**config.mk**
```make
export PLATFORM = sky130hd
export DESIGN_NAME = pulse_width_command_sender
export DESIGN_NICKNAME = d
export VERILOG_FILES = /design/src/hw/rtl/pwcs_pkg.sv /design/src/hw/rtl/pulse_width_command_sender.sv
export VERILOG_INCLUDE_DIRS = /design/src /design/src/hw/rtl
export SDC_FILE = /design/constraint.sdc
export NUM_CORES = 1
export LEC_CHECK = 0
export ABC_AREA = 1
export BUFFER_PORTS_ARGS = -buffer_cell sky130_fd_sc_hd__buf_2
export CORE_UTILIZATION = 55
export CTS_BUF_LIST = sky130_fd_sc_hd__clkbuf_4
export DETAILED_ROUTE_END_ITERATION = 6
export GPL_ROUTABILITY_DRIVEN = 1
export PLACE_DENSITY_LB_ADDON = 0.25
export SYNTH_ARGS = -nofsm -noshare
export SYNTH_HDL_FRONTEND = slang
export SYNTH_SLANG_ARGS = --single-unit
```
**constraint.sdc**
```tcl
create_clock -name clk -period 3.41 [get_ports clk]
set_input_delay 0.341 -clock clk [delete_from_list [all_inputs] [get_ports clk]]
set_output_delay 0.341 -clock clk [all_outputs]
set_load 0.01 [all_outputs]
```
**src/hw/rtl/assert_macros.svh**
```systemverilog
// Assertion macros used by the RTL.
`ifndef ASSERT_MACROS_SVH
`define ASSERT_MACROS_SVH
`ifndef SYNTHESIS
// Property that must hold at every clock edge outside reset.
`define ASSERT_ALWAYS(lbl, clk, rst, prop) \
  lbl: assert property (@(posedge clk) disable iff (rst) (prop)) \
    else $error("assertion failed");
// Condition that must never be true outside reset.
`define ASSERT_NEVER(lbl, clk, rst, cond) \
  lbl: assert property (@(posedge clk) disable iff (rst) !(cond)) \
    else $error("forbidden condition seen");
`else
`define ASSERT_ALWAYS(lbl, clk, rst, prop)
`define ASSERT_NEVER(lbl, clk, rst, cond)
`endif
`endif

```
**src/hw/rtl/pwcs_pkg.sv**
```systemverilog
// Types and constants of the pulse width command sender.
package pwcs_pkg;

  typedef enum logic [2:0] {
    PH_IDLE  = 3'd0,
    PH_PRE   = 3'd1,
    PH_SLOW  = 3'd2,
    PH_BHIGH = 3'd3,
    PH_BLOW  = 3'd4,
    PH_CLOSE = 3'd5,
    PH_GAP   = 3'd6
  } phase_t;

  localparam logic KIND_TICK  = 1'b0;
  localparam logic KIND_START = 1'b1;

  localparam int CfgIndexWidth = 2;
  typedef enum logic [CfgIndexWidth-1:0] {
    CFG_REPEAT_COUNT    = 2'd0,
    CFG_GAP_TICKS       = 2'd1,
    CFG_START_LOW_TICKS = 2'd2
  } cfg_index_t;

  localparam int CfgDataWidth = 16;

  localparam logic [3:0]  REPEAT_COUNT_RST    = 4'd3;
  localparam logic [15:0] GAP_TICKS_RST       = 16'd0;
  localparam logic [7:0]  START_LOW_TICKS_RST = 8'd16;

  typedef struct packed {
    logic       kind;
    logic [3:0] command;
  } in_item_t;

  typedef struct packed {
    logic line_level;
    logic busy_res;
    logic all_done;
    logic start_rejected;
  } out_item_t;

endpackage

```
**src/hw/rtl/pulse_width_command_sender.sv**
```systemverilog
// Pulse width command sender: sequencer for a one-wire command line.
//
// Each input transfer is either a base-time tick or a start with a 4-bit
// command; each produces exactly one result transfer. A start builds the byte
// {~command, command} and sends it repeat_count times as: one high tick, a
// low start pulse of start_low_ticks ticks, 8 bits LSB first (high one tick,
// then low one tick for a 0 or two for a 1), a closing high tick and
// gap_ticks high ticks. A start while busy is dropped and flagged. The
// sequencer updates its state once per accepted item, so the block takes one
// item every clock while in_ready is high; the result is registered. A
// two-entry output buffer (output register plus skid register) lets input
// keep flowing while a result waits; input stalls only when both are full.
// Configuration is written through cfg_valid/cfg_index/cfg_data, always ready.
`include "assert_macros.svh"

module pulse_width_command_sender (
  input  logic                                   clk,
  input  logic                                   rst,
  input  logic                                   in_valid,
  output logic                                   in_ready,
  input  pwcs_pkg::in_item_t                     in_data,
  output logic                                   out_valid,
  input  logic                                   out_ready,
  output pwcs_pkg::out_item_t                    out_data,
  input  logic                                   cfg_valid,
  output logic                                   cfg_ready,
  input  logic [pwcs_pkg::CfgIndexWidth-1:0]     cfg_index,
  input  logic [pwcs_pkg::CfgDataWidth-1:0]      cfg_data
);

  // configuration registers
  logic [3:0]  repeat_count;
  logic [15:0] gap_ticks;
  logic [7:0]  start_low_ticks;

  // sequencer state
  pwcs_pkg::phase_t phase, phase_next;
  logic [15:0] tick_count, tick_count_next;
  logic [7:0]  frame_byte, frame_byte_next;
  logic [2:0]  bit_index, bit_index_next;
  logic [3:0]  repeats_left, repeats_left_next;
  logic        line_reg, line_reg_next;

  // output buffer
  pwcs_pkg::out_item_t skid_data;
  logic                skid_valid;
  pwcs_pkg::out_item_t result;

  logic        in_fire;
  logic        out_fire;
  logic [15:0] tick_dec;
  logic        gap_end;
  logic        done;
  logic        rejected;

  assign in_ready  = !skid_valid;
  assign cfg_ready = 1'b1;
  assign in_fire   = in_valid && in_ready;
  assign out_fire  = out_valid && out_ready;
  assign tick_dec  = tick_count - 16'd1;

  always_ff @(posedge clk) begin
    if (rst) begin
      repeat_count    <= pwcs_pkg::REPEAT_COUNT_RST;
      gap_ticks       <= pwcs_pkg::GAP_TICKS_RST;
      start_low_ticks <= pwcs_pkg::START_LOW_TICKS_RST;
    end else if (cfg_valid && cfg_ready) begin
      unique case (cfg_index)
        pwcs_pkg::CFG_REPEAT_COUNT:    repeat_count    <= cfg_data[3:0];
        pwcs_pkg::CFG_GAP_TICKS:       gap_ticks       <= cfg_data;
        pwcs_pkg::CFG_START_LOW_TICKS: start_low_ticks <= cfg_data[7:0];
        default: ;
      endcase
    end
  end

  always_comb begin
    phase_next        = phase;
    tick_count_next   = tick_count;
    frame_byte_next   = frame_byte;
    bit_index_next    = bit_index;
    repeats_left_next = repeats_left;
    line_reg_next     = line_reg;
    gap_end           = 1'b0;
    done              = 1'b0;
    rejected          = 1'b0;

    if (in_data.kind == pwcs_pkg::KIND_START) begin
      if (phase != pwcs_pkg::PH_IDLE) begin
        rejected = 1'b1;
      end else if (repeat_count != 4'd0) begin
        frame_byte_next   = {~in_data.command, in_data.command};
        repeats_left_next = repeat_count;
        bit_index_next    = 3'd0;
        tick_count_next   = 16'd0;
        phase_next        = pwcs_pkg::PH_PRE;
        line_reg_next     = 1'b1;
      end
    end else begin
      unique case (phase)
        pwcs_pkg::PH_IDLE: ;
        pwcs_pkg::PH_PRE: begin
          bit_index_next = 3'd0;
          if (start_low_ticks == 8'd0) begin
            phase_next    = pwcs_pkg::PH_BHIGH;
            line_reg_next = 1'b1;
          end else begin
            phase_next      = pwcs_pkg::PH_SLOW;
            tick_count_next = {8'd0, start_low_ticks};
            line_reg_next   = 1'b0;
          end
        end
        pwcs_pkg::PH_SLOW: begin
          tick_count_next = tick_dec;
          if (tick_dec == 16'd0) begin
            phase_next    = pwcs_pkg::PH_BHIGH;
            line_reg_next = 1'b1;
          end
        end
        pwcs_pkg::PH_BHIGH: begin
          phase_next      = pwcs_pkg::PH_BLOW;
          tick_count_next = {15'd0, frame_byte[bit_index]} + 16'd1;
          line_reg_next   = 1'b0;
        end
        pwcs_pkg::PH_BLOW: begin
          tick_count_next = tick_dec;
          if (tick_dec == 16'd0) begin
            line_reg_next = 1'b1;
            if (bit_index == 3'd7) begin
              phase_next = pwcs_pkg::PH_CLOSE;
            end else begin
              bit_index_next = bit_index + 3'd1;
              phase_next     = pwcs_pkg::PH_BHIGH;
            end
          end
        end
        pwcs_pkg::PH_CLOSE: begin
          line_reg_next = 1'b1;
          if (gap_ticks == 16'd0) begin
            gap_end = 1'b1;
          end else begin
            phase_next      = pwcs_pkg::PH_GAP;
            tick_count_next = gap_ticks;
          end
        end
        pwcs_pkg::PH_GAP: begin
          tick_count_next = tick_dec;
          if (tick_dec == 16'd0) gap_end = 1'b1;
        end
        default: begin
          phase_next    = pwcs_pkg::PH_IDLE;
          line_reg_next = 1'b1;
        end
      endcase

      // end of one frame's gap: repeat or finish
      if (gap_end) begin
        line_reg_next = 1'b1;
        if (repeats_left <= 4'd1) begin
          repeats_left_next = 4'd0;
          phase_next        = pwcs_pkg::PH_IDLE;
          done              = 1'b1;
        end else begin
          repeats_left_next = repeats_left - 4'd1;
          phase_next        = pwcs_pkg::PH_PRE;
        end
      end
    end

    result.line_level     = line_reg_next;
    result.busy_res       = (phase_next != pwcs_pkg::PH_IDLE);
    result.all_done       = done;
    result.start_rejected = rejected;
  end

  always_ff @(posedge clk) begin
    if (rst) begin
      phase        <= pwcs_pkg::PH_IDLE;
      tick_count   <= 16'd0;
      frame_byte   <= 8'd0;
      bit_index    <= 3'd0;
      repeats_left <= 4'd0;
      line_reg     <= 1'b1;
    end else if (in_fire) begin
      phase        <= phase_next;
      tick_count   <= tick_count_next;
      frame_byte   <= frame_byte_next;
      bit_index    <= bit_index_next;
      repeats_left <= repeats_left_next;
      line_reg     <= line_reg_next;
    end
  end

  // output register with skid stage behind it
  always_ff @(posedge clk) begin
    if (rst) begin
      out_valid  <= 1'b0;
      skid_valid <= 1'b0;
    end else if (in_fire) begin
      if (!out_valid || out_fire) begin
        out_valid <= 1'b1;
      end else begin
        skid_valid <= 1'b1;
      end
    end else if (out_fire) begin
      if (skid_valid) begin
        skid_valid <= 1'b0;
      end else begin
        out_valid <= 1'b0;
      end
    end
  end

  always_ff @(posedge clk) begin
    if (in_fire) begin
      if (!out_valid || out_fire) begin
        out_data <= result;
      end else begin
        skid_data <= result;
      end
    end else if (out_fire && skid_valid) begin
      out_data <= skid_data;
    end
  end

  `ASSERT_ALWAYS(a_skid_behind_out, clk, rst, skid_valid |-> out_valid)
  `ASSERT_NEVER(a_idle_line_high, clk, rst, (phase == pwcs_pkg::PH_IDLE) && !line_reg)
  `ASSERT_NEVER(a_busy_has_repeats, clk, rst, (phase != pwcs_pkg::PH_IDLE) && (repeats_left == 4'd0))
  `ASSERT_ALWAYS(a_reject_keeps_state, clk, rst, (in_fire && (in_data.kind == pwcs_pkg::KIND_START) && (phase != pwcs_pkg::PH_IDLE)) |=> ($stable(phase) && $stable(repeats_left) && $stable(line_reg)))

endmodule

```
* Word-level counts from Yosys, hierarchy flattened
Index checks and enable logic that the tools add are counted.
** Operators by class
- Bitwise operators :: 3
- Eq/ne operators :: 18
- $add $sub $neg :: 4
- Multiplexer cells :: 56
- Magnitude comparators :: 2
- Reduce and logical (&&, ||, !) cells :: 33
** Operators with widths (number)
- 2-to-1 mux 16 bit :: 5
- one-hot mux 16 bit (4 select lines) :: 1
- 2-to-1 mux 3 bit :: 13
- logical NOT 16 bit :: 2
- 2-to-1 mux 4 bit :: 8
- 2-to-1 mux 1 bit :: 24
- one-hot mux 3 bit (6 select lines) :: 1
- subtractor 16 x 1 -> 16 bit, second input constant :: 1
- == test 3 bit, second input constant :: 4
- != test 3 bit, second input constant :: 4
- AND reduction 2 bit :: 6
- AND reduction 6 bit :: 2
- nonzero test 3 bit :: 3
- logical NOT 8 bit :: 1
- AND reduction 4 bit :: 2
- == test 3 x 2 -> 1 bit, second input constant :: 2
- != test 2 x 1 -> 1 bit, second input constant :: 3
- one-hot mux 3 bit (2 select lines) :: 1
- nonzero test 2 bit :: 3
- nonzero test 5 bit :: 1
- <= comparator 4 x 1 -> 1 bit, second input constant :: 1
- < comparator 3 x 4 -> 1 bit, second input constant :: 1
- != test 2 bit, second input constant :: 2
- inverter 4 bit :: 1
- other kinds (19) :: 24
** Word-level totals
- Register bits :: 73
- Output and inout port bits :: 7
- Input port bits :: 28
- Word-level logic and storage cells :: 135

* Depth between registers and ports, before layout
- Depth in word-level cells :: 10
- Mapped depth :: 20
- Gate-level depth less buffers :: 20

* Worst setup path before layout
OpenSTA, ideal clock, no wires.
- Kind :: flip-flop to flip-flop
- From :: register tick_count[0]
- To :: register out_data[2] in the netlist's numbering (data pin)
- Required time :: 3.158 ns
- Clock period less this slack :: 2.236 ns
- Setup time :: 0.252 ns
- Arrival time :: 1.983 ns
- Buffers on the path :: 0
- Setup slack :: 1.174 ns
- Cell stages (with the launch flop) :: 19
- Cell sequence :: dfxtp_1 inv_2 ha_1 xnor2_1 nand2_1 nor2_1 nand2_1 nor2_2 nand2_2 nor2_4 nand3_2 nand2_2 nand2_2 nand2_1 nor2_2 nor2_2 nand2_2 nand2_1 nand2_1
** RTL lines
- start, declared :: line pulse_width_command_sender.sv:38 : logic [15:0] tick_count, tick_count_next;
- start signal, assigned :: line pulse_width_command_sender.sv:186 : tick_count <= tick_count_next;
- end signal, assigned :: line pulse_width_command_sender.sv:217 : out_data <= result;
- end signal, assigned :: line pulse_width_command_sender.sv:222 : out_data <= skid_data;
- end, declared :: line pulse_width_command_sender.sv:24 : output pwcs_pkg::out_item_t out_data,

==> summary.md <==
| Metric | Value |
|---|---|
| CP peak stage delay | 0.42 ns |
| WP data arrival | 2.88 ns |
| Fin crit period | 2.68 ns |
| Num CTS Buffers | 9 |
| Overall routing resource usage | 28.0% |
| Post-synth ARST share | 0% |
| Initial core utilization | 58.1% |
| I/O pin cnt | 35 |
| Largest registers | gap_ticks (16), tick_count (16) |
| Endpoints failing hold | 0 |
| Layout Cells excl Fill | 718 |
| Register area share after synthesis | 38.4% |
| RSZ-0062 raised after global routing | false |
| Die ar. | approximately 7600 um^2 |
| Worst IR drop on VDD | 0.342 mV |
| Mapped Avg Cell Area | approximately 7 um^2 |
| Vias per cell | 5.52 |
| Avg WL per Cell | between 10 and 15 um |
| Most used cell along the critical path | nand2_1 |
| Resized cells post-CTS | 0 |
| Overall Power | 2.09 mW |
| R2r setup slk | 0.73 ns |
| Violation count after the first detailed-route iteration | 318 |
| CTS tree | yes |
| Initial antenna violation count | 0 |
| Largest net degree at the start of global routing | 40 |
| First-pass GRT wire length | ~16 mm |
| Setup TNS | 0 ns |
| Clock root buffer | clkbuf_4 |
| Lkg Pwr | 1.94 nW |
| Max cap viols | 0 |
| WL final | roughly 9.9 mm |
| Worst path cell trace | inv_2 > ha_1 > xnor2_1 > nand2_1 > nor2_1 > nand2_1 > nor2_2 > nand2_2 > nor2_4 > nand3_2 > nand2_2 > nand2_2 > nand2_1 > nor2_2 > nor2_2 > nand2_2 > nand2_1 > nand2_1 |
| Nets@finish | 651 |
| Post-synth top area share | 32.4% |
| Synthesized area | 4020 um^2 |
| CTS H-tree lvls | 3 |
| Share of layout cells above drive strength 1 | 14.5% |
| GPL Wtd Cong | 0.927 |
| DRT antenna net count | 0 |
| Fin crit share | 78.6% |
| CP Capture Type | flop |
| Die Ht | 87.4 um |
| PwrDens | 476 nW/um^2 |
| Postcts setup bufs | 0 |
| Worst slew pin tran | between 0.9 and 1 ns |
| Ys Warns | 0 |
| F_max | 373 MHz |
| Input/output buffers | 33 |
| Slowest stage cell, crit path | dfxtp_1 |
| Setup violations, final | 0 |
| Worst path required time | 3.61 ns |
| CTS clk-pin slew, worst paths | roughly 0.13 ns |
| Final Skew | 0.0191 ns |
| Primary FF master, synth | dfxtp_1 |
| Slew headroom | 36.1% |
| Top cells by area, synth | dfxtp_1 32%, nand2_1 11%, o21ai_0 7.5% |
| Final Max Slew Viols | 0 |
| Critical Path Fanout Max | 4 |
| Longest Clk Path Bufs | 2 |
| Crit start category | flop |
| Flops & latches, synth | 73 |
| Hold WS | 0.0751 ns |
| Synth cell types | 39 |
| First-pass DRT Iterations | 5 |
| P&R area growth vs syn | 9.26% |
| Total core area | about 6900 um^2 |
| Final Util | 63.5% |
| Net Count, Synth | 623 |
| Clk_lat worst skew | 0.44 ns |
| Hold buffers post-CTS | 0 |
| Cells after Synth | 589 |
| Half-perimeter wire length after placement | 7.37 mm |
| Leading area contributor after synthesis | dfxtp_1 |
| Cell row count | 30 |
| Type of the tightest min-delay check | in -> reg |
| Die Width | 87.4 um |
| CTS sink count | 73 |
| Inst Count DP | 702 |
| Number of synthesized flops with an enable pin | 8 |
| Status | finished clean |
| Kind of critical path | reg -> reg |
| Remaining DRCs | 0 |
| Diode count | 0 |
| Vias in the first global route | 3609 |
| DR vias | 3966 |
| GRT overflow | 0 |
-- area by class of cell --
class / instances / area [um^2]
fill: 679 / 2520
inverter: 67 / 251
clock inverter: 6 / 65.1
clock buffer: 10 / 75.1
sequential: 73 / 1540
tap: 96 / 120
multi-input combinational: 429 / 2140
timing repair buffer: 37 / 195
-- layout by cell type (no fill, tap or decap), types with 2 or more instances in the layout --
cell type and count:
nand4_1 5, o21ai_0 60, edfxtp_1 8, nor4_1 6, nand2_4 2, inv_1 62
a22oi_1 9, nand2_2 11, nand3_2 2, a21oi_1 46, o21ai_1 8, nand3_1 25
a31oi_1 2, o21a_1 2, o22ai_1 3, nor2_2 10, nand3b_1 6, ha_1 6
buf_2 33, dfxtp_1 65, inv_2 4, nor2_4 6, nor3_1 8, nor2_1 78
clkbuf_4 10, buf_4 4, o2111ai_1 2, nand2_1 122, clkinvlp_4 2
-- cell usage after synthesis (all sizes together), types with 2 or more instances --
master / count
nand2: 135
nor2: 94
o21ai: 68
inv: 66
dfxtp: 65
a21oi: 46
nand3: 27
clkbuf: 15
a22oi: 9
nor3: 9
edfxtp: 8
ha: 6
nand3b: 6
nor4: 6
buf: 5
nand4: 5
o22ai: 3
a211oi: 2
a31oi: 2
o2111ai: 2
o21a: 2
-- stage by stage --
| stage | worst slack (ns) | area [um^2] |
|---|---|---|
| 2_1_floorplan | 1.17 | 4020 |
| 3_3_place_gp | 0.855 | 4250 |
| 3_5_place_dp | 0.783 | 4250 |
| 4_1_cts | 0.729 | 4390 |
| 5_1_grt | 0.486 | 4390 |
| 6_report | 0.729 | 4390 |
-- routing by layer --
metal	up-vias	wire, um	global-route usage, %
li1	1995	-	-
met2	154	4500	45.1
met5	-	0	0
met1	1789	4570	37.0
met3	28	630	6.35
met4	0	198	9.09
-- cell families after synthesis --
group / synth area share, %
other: 0.0934
xor gates and xnor gates: 0.218
DFF: 38.4
adders and majority gates: 1.87
and+or+nand+nor: 32.2
AOI/OAI and AO/OA: 18.9
buffers and inverters: 8.35
-- final timing paths --
kind                                                  from                         end  depth (start not counted)
worst min-delay path                            in_data[2]  frame_byte[6]$_SDFFE_PP0P_                          2
worst max register to register  tick_count[0]$_SDFFE_PP0P_       out_data[2]$_DFFE_PP_                         18
worst max-delay path            tick_count[0]$_SDFFE_PP0P_       out_data[2]$_DFFE_PP_                         18
worst min register to register  frame_byte[1]$_SDFFE_PP0P_  frame_byte[1]$_SDFFE_PP0P_                          2
-- worst max-delay path: cells and delay by family (launching register included) --
| kind | cells | cell delay [ns] |
|---|---|---|
| and+or+nand+nor | 15 | 1.39 |
| DFF | 1 | 0.42 |
| adders and majority gates | 1 | 0.29 |
| xor gates and xnor gates | 1 | 0.27 |
| buffers and inverters | 1 | 0.09 |
-- power breakdown --
part	switching (mW)	total, mW	internal [mW]	leakage (nW)
Combinational	0.364	0.557	0.192	1.26
Clock	0.323	0.556	0.233	0.0733
Sequential	0.0499	0.976	0.926	0.606
Total	0.737	2.09	1.35	1.94
Note: power is estimated with default switching activity, not from simulation.
